File: src/rtl/rgbf_pkg.sv
// Types and constants of the RGB fade through HSV block.
`timescale 1ns / 1ps
package rgbf_pkg;

    localparam int PROGRESS_FRAC_BITS = 10;
    localparam int P_HALF             = 1 << (PROGRESS_FRAC_BITS - 1);
    // smallest progress with progress * 1000 >= 999 * 2^F
    localparam int NEAR_P = (999 * (1 << PROGRESS_FRAC_BITS) + 999) / 1000;

    localparam int ONE_Q16  = 65536;
    localparam int SIX_Q16  = 6 * ONE_Q16;
    localparam int FOUR_Q16 = 4 * ONE_Q16;

    // pipelined divider geometry
    localparam int DIV_NW = 28;
    localparam int DIV_DW = 9;
    localparam int DIV_QW = 19;

    localparam int LAT = 1 + DIV_QW + 6;

    typedef struct packed {
        logic [7:0]  from_red;
        logic [7:0]  from_green;
        logic [7:0]  from_blue;
        logic [7:0]  to_red;
        logic [7:0]  to_green;
        logic [7:0]  to_blue;
        logic [10:0] progress;
    } t_in;

    typedef struct packed {
        logic [7:0] out_red;
        logic [7:0] out_green;
        logic [7:0] out_blue;
    } t_out;

    typedef struct packed {
        logic [DIV_NW-1:0] num_h;
        logic [DIV_DW-1:0] den_h;
        logic [DIV_NW-1:0] num_s;
        logic [DIV_DW-1:0] den_s;
        logic              zero;
        logic [16:0]       v;
    } t_prep;

    typedef struct packed {
        logic        near;
        t_out        tgt;
        logic [10:0] p;
        logic        zero_f;
        logic        zero_t;
        logic [16:0] v_f;
        logic [16:0] v_t;
    } t_side;

    typedef struct packed {
        logic near;
        t_out tgt;
    } t_pass;

endpackage

File: src/rtl/rgbf_div.sv
// Pipelined restoring divider, one quotient bit per stage.
`timescale 1ns / 1ps
module rgbf_div import rgbf_pkg::*; (
    input  logic              i_clk,
    input  logic              i_en,
    input  logic [DIV_NW-1:0] i_num,
    input  logic [DIV_DW-1:0] i_den,
    output logic [DIV_QW-1:0] o_quo
);

    // quotient must fit DIV_QW bits, so the top bits start below the divisor
    logic [DIV_DW-1:0] r_rem [DIV_QW];
    logic [DIV_DW-1:0] r_den [DIV_QW];
    logic [DIV_NW-1:0] r_num [DIV_QW];
    logic [DIV_QW-1:0] r_quo [DIV_QW];

    for (genvar i = 0; i < DIV_QW; i++) begin : g_stage
        logic [DIV_DW-1:0] rem_in;
        logic [DIV_DW-1:0] den_in;
        logic [DIV_NW-1:0] num_in;
        logic [DIV_QW-1:0] quo_in;
        logic [DIV_DW:0]   trial;
        logic              qbit;

        if (i == 0) begin : g_first
            assign rem_in = i_num[DIV_NW-1:DIV_QW];
            assign den_in = i_den;
            assign num_in = i_num;
            assign quo_in = '0;
        end else begin : g_next
            assign rem_in = r_rem[i-1];
            assign den_in = r_den[i-1];
            assign num_in = r_num[i-1];
            assign quo_in = r_quo[i-1];
        end

        assign trial = {rem_in, num_in[DIV_QW-1-i]};
        assign qbit  = (trial >= {1'b0, den_in});

        always_ff @(posedge i_clk) begin
            if (i_en) begin
                r_rem[i] <= qbit ? DIV_DW'(trial - {1'b0, den_in}) : trial[DIV_DW-1:0];
                r_den[i] <= den_in;
                r_num[i] <= num_in;
                r_quo[i] <= {quo_in[DIV_QW-2:0], qbit};
            end
        end
    end

    assign o_quo = r_quo[DIV_QW-1];

endmodule

File: config.mk
export PLATFORM = sky130hd
export DESIGN_NAME = rgbf_div
export DESIGN_NICKNAME = d
export VERILOG_FILES = /design/src/rtl/rgbf_pkg.sv /design/src/rtl/rgbf_div.sv
export SDC_FILE = /design/constraint.sdc
export NUM_CORES = 1
export LEC_CHECK = 0
export BUFFER_PORTS_ARGS = -buffer_cell sky130_fd_sc_hd__buf_2
export CORE_MARGIN = 2
export CORE_UTILIZATION = 40
export CTS_CLUSTER_SIZE = 20
export DETAILED_ROUTE_END_ITERATION = 7
export PLACE_DENSITY_LB_ADDON = 0.3
export SKIP_CTS_REPAIR_TIMING = 1
export SLEW_MARGIN = 30
export SYNTH_ARGS = -nofsm -noshare
export SYNTH_HDL_FRONTEND = slang
export SYNTH_SLANG_ARGS = --single-unit
File: constraint.sdc
create_clock -name i_clk -period 2.64 [get_ports i_clk]
set_clock_uncertainty 0.05 [all_clocks]
set_input_delay 0.396 -clock i_clk [delete_from_list [all_inputs] [get_ports i_clk]]
set_output_delay 0.396 -clock i_clk [all_outputs]
set_load 0.1 [all_outputs]
==> summary by stage <==
Routing
Dividing the detail-routed wire length by the instance count gives ~16 um. The count of nets left with antenna violations once routing finished came out at 0. The routed design has approximately 52000 um of wire. The remaining routing DRC violations is 0.

For this block, the via count after detailed routing is 16.5k. The first-pass iteration count of the detailed router is 5. The iteration-0 DRC count of the detailed router is ~970. In the routed layout, each cell is associated on average with a via count of 5.06.

CTS
At the later pin of the worst-skew pair, clock insertion delay measures around 0.63 ns. The number of clock buffers inserted by TritonCTS is 75. The clock net in this run drives a total of 685 sinks. The clock tree buffer depth is 3.

In this run the clock root is driven by a clkbuf_16. The number of H-tree levels is 3. The clock-pin slew of the registers on the worst-case setup and hold paths is approximately 0.060 ns.

TritonCTS built the clock tree.

Die
For this configuration, the core starts out at a cell density of approximately two fifths. The width of the die is 280 um. The core footprint is about 76000 um^2.

The I/O pin count is between 50 and 60. The standard-cell row count is around 100. The overall die area is 78100 um^2. Measured along the y axis, the die boundary spans 280 um.

Global routing
For this run the aggregate overflow at the end of global routing stands at 0. The maximum number of pins on one net before global-route repair is 95. The total global-route track usage is between 10% and 20%. The number of global-route vias before repair is ~17k.

The initial antenna violation count is 0. The first global-routing pass estimated between 80000 and 90000 um of wire.

Setup path
The worst setup path is captured at a flip-flop. The slowest stage of the critical path belongs to the cell fa_1. The kind of start point of the critical path is a flip-flop. Walking the worst path, the cells encountered are inv_1, ha_1, inv_1, fa_1, a21oi_2, o211a_1, nor3b_4, or2_4, mux2_4. The cell occurring most often along the worst timing path is inv_1. The kind of critical path is reg2reg. Of all nets on the critical path, the largest fanout is 9. The data arrival time of the worst path is 2.86 ns. The data required time at the worst endpoint is 2.96 ns. For this run, the slowest stage of the critical path takes roughly 0.43 ns.

Power and ir drop
Dividing total power by cell area gives a power density of approximately 1100 nW/um^2. The peak supply drop is about 530 uV. The analysis attributes to cell leakage a power of approximately 13 nW.

STA
The highest achievable clock rate is between 300 and 400 MHz. Counting I/O delays and the setup requirement, the final critical path takes roughly 2.5 ns. The max-slew violation count was 0.

In this run the tightest slew margin relative to its limit is ~60%. Across all setup checks in the final design, the least slack found is between 0.1 and 0.15 ns. Setup violations remaining at the end of the flow were counted as 0. The number of hold-slack violations in the final timing report came to 0. For the pin with the worst max-slew slack, the measured transition is just over 0.6 ns. Dividing the final minimum period by the clock period gives between 90% and 100%. The post-route worst hold slack is between 0.04 and 0.05 ns.

Placement
The number of input and output port buffers inserted is between 50 and 60. The final estimated routing congestion in global placement is 0.887. The HPWL after detailed placement is around 35000 um. The placed instance count is around 3k. The worst setup timing slack at the placement stage is -0.0161 ns.

Synthesis
The distinct cell type count after synthesis is 64. The number of standard cells after synthesis is around 2.0k. For this run, the leading register cell type out of synthesis is edfxtp_1. During synthesis, Yosys emitted a total of 0 warnings. The sequential fraction of the synthesis area is 67.7%. Counting flops with an async set or reset pin after synthesis yields a share of 0%. Yosys mapped a number of flops with a built-in enable equal to 685. The net count after synthesis is 2261. The register bit count reported by yosys is 685. After synthesis, the mean cell area works out to 14.9 um^2. The post-synthesis instance area is around 30000 um^2.

Finish
The antenna diode count is 0. The library cell used most frequently in the layout, excluding fill and tap cells, is edfxtp_1. Compared with the post-synthesis result, the final layout area differs by 15.4%. The final net count is between 2k and 2.5k.

In the layout the commonest cells are 685 x edfxtp_1, 239 x inv_1, 171 x ha_1. After the flow finishes, the layout carries non-filler instances totaling roughly 3.2k. The proportion of layout cells with a drive suffix above 1 is between 10% and 20%.

Hold path
The class of the tightest hold or removal check is in2reg.

Run status
The flow ran to the end, and the final reports show no timing, DRC or antenna violations.

Job
Across the run, the number of max-cap violations was 0.
-- final cells by class --
cell class	instances	area [um^2]
Sequential cell	685	20600
Fill cell	6529	40500
Clock inverter	48	552
Inverter	246	923
Timing Repair Buffer	118	921
Tap cell	978	1220
Multi-Input combinational cell	1086	8930
Clock buffer	88	1930
-- path summary, 6_finish.rpt --
path,start,endpoint,slack (ns),cells past startpoint
setup / recovery,r_num[13][4],r_rem[14][1],0.10,9
hold / removal,i_num[21],r_rem[0][3],0.05,2
setup reg to reg,r_num[13][4],r_rem[14][1],0.10,9
hold reg to reg,r_num[4][10],r_num[5][10],0.36,0
-- cells in the mapped netlist, types with 7 or more instances --
library cell,count,area [um^2]
xor2_1,11,96.3
inv_1,239,897
o211a_1,7,70.1
a211o_1,14,123
nand3b_1,13,97.6
mux2i_1,22,220
o21a_1,36,270
nand2_1,45,169
a21o_1,31,233
ha_1,171,2140
o211ai_1,24,180
o21ai_0,40,200
nor2b_1,23,144
nand4_1,21,131
mux2_4,12,180
edfxtp_1,685,20600
o21bai_1,8,60.1
a21oi_1,125,626
a31oi_1,8,50.1
nand3_1,32,160
xnor2_1,62,543
a21boi_0,33,248
and3_1,13,81.3
o31ai_1,18,135
fa_1,18,360
o32ai_1,10,87.6
mux2_2,85,957
nor2_1,81,304
buf_2,9,45.0
nor3_1,35,175
inv_2,7,26.3
-- logic make-up after synthesis --
| logic type | synth area share, % |
|---|---|
| AOI/OAI and AO/OA | 9.21 |
| and+or+nand+nor | 4.87 |
| xor gates and xnor gates | 2.11 |
| adders and majority gates | 8.23 |
| buffers and inverters | 3.38 |
| DFF | 67.7 |
| muxes | 4.47 |
-- state kept, by name, summed over array words and instances (netlist names) --
register	flops
r_quo	190
r_den	162
r_rem	162
r_num	171
-- layer usage --
layer	track usage, %	part of all wire, %	vias up
met2	23.0	50	292
met3	2.43	4.1	107
met1	16.7	43	8003
met4	5.38	2.8	0
met5	0	0	-
li1	-	-	8049
-- where the power goes --
| part | internal [mW] | leakage [nW] | total [mW] | switching [mW] |
|---|---|---|---|---|
| logic | 5.39 | 5.46 | 11.4 | 6.01 |
| registers | 14.6 | 6.67 | 15.6 | 0.980 |
| clock network | 6.08 | 1.19 | 10.4 | 4.32 |
-- critical path: cells and delay by family, from the launching register on --
| family | cells | cell delay [ns] |
|---|---|---|
| adder cells (fa/ha/maj) | 2 | 0.59 |
| AO/OA/AOI/OAI | 2 | 0.44 |
| flip-flops | 1 | 0.40 |
| AND/OR/NAND/NOR | 2 | 0.38 |
| multiplexers | 1 | 0.31 |
| buffers and inverters | 2 | 0.13 |
-- metrics by stage --
stage	TNS [ns]	util [%]	total power, mW	cell area [um^2]
6_report	0	46.4	37.4	35000
5_1_grt	-0.0836	46.4	39.7	35000
4_1_cts	-0.326	45.8	37.5	34600
3_5_place_dp	-0.118	42.5	26.8	32100
3_3_place_gp	0	42.5	26.5	32100
2_1_floorplan	0	-	24.1	30400
No activity file was read; power rests on OpenSTA's default activity.
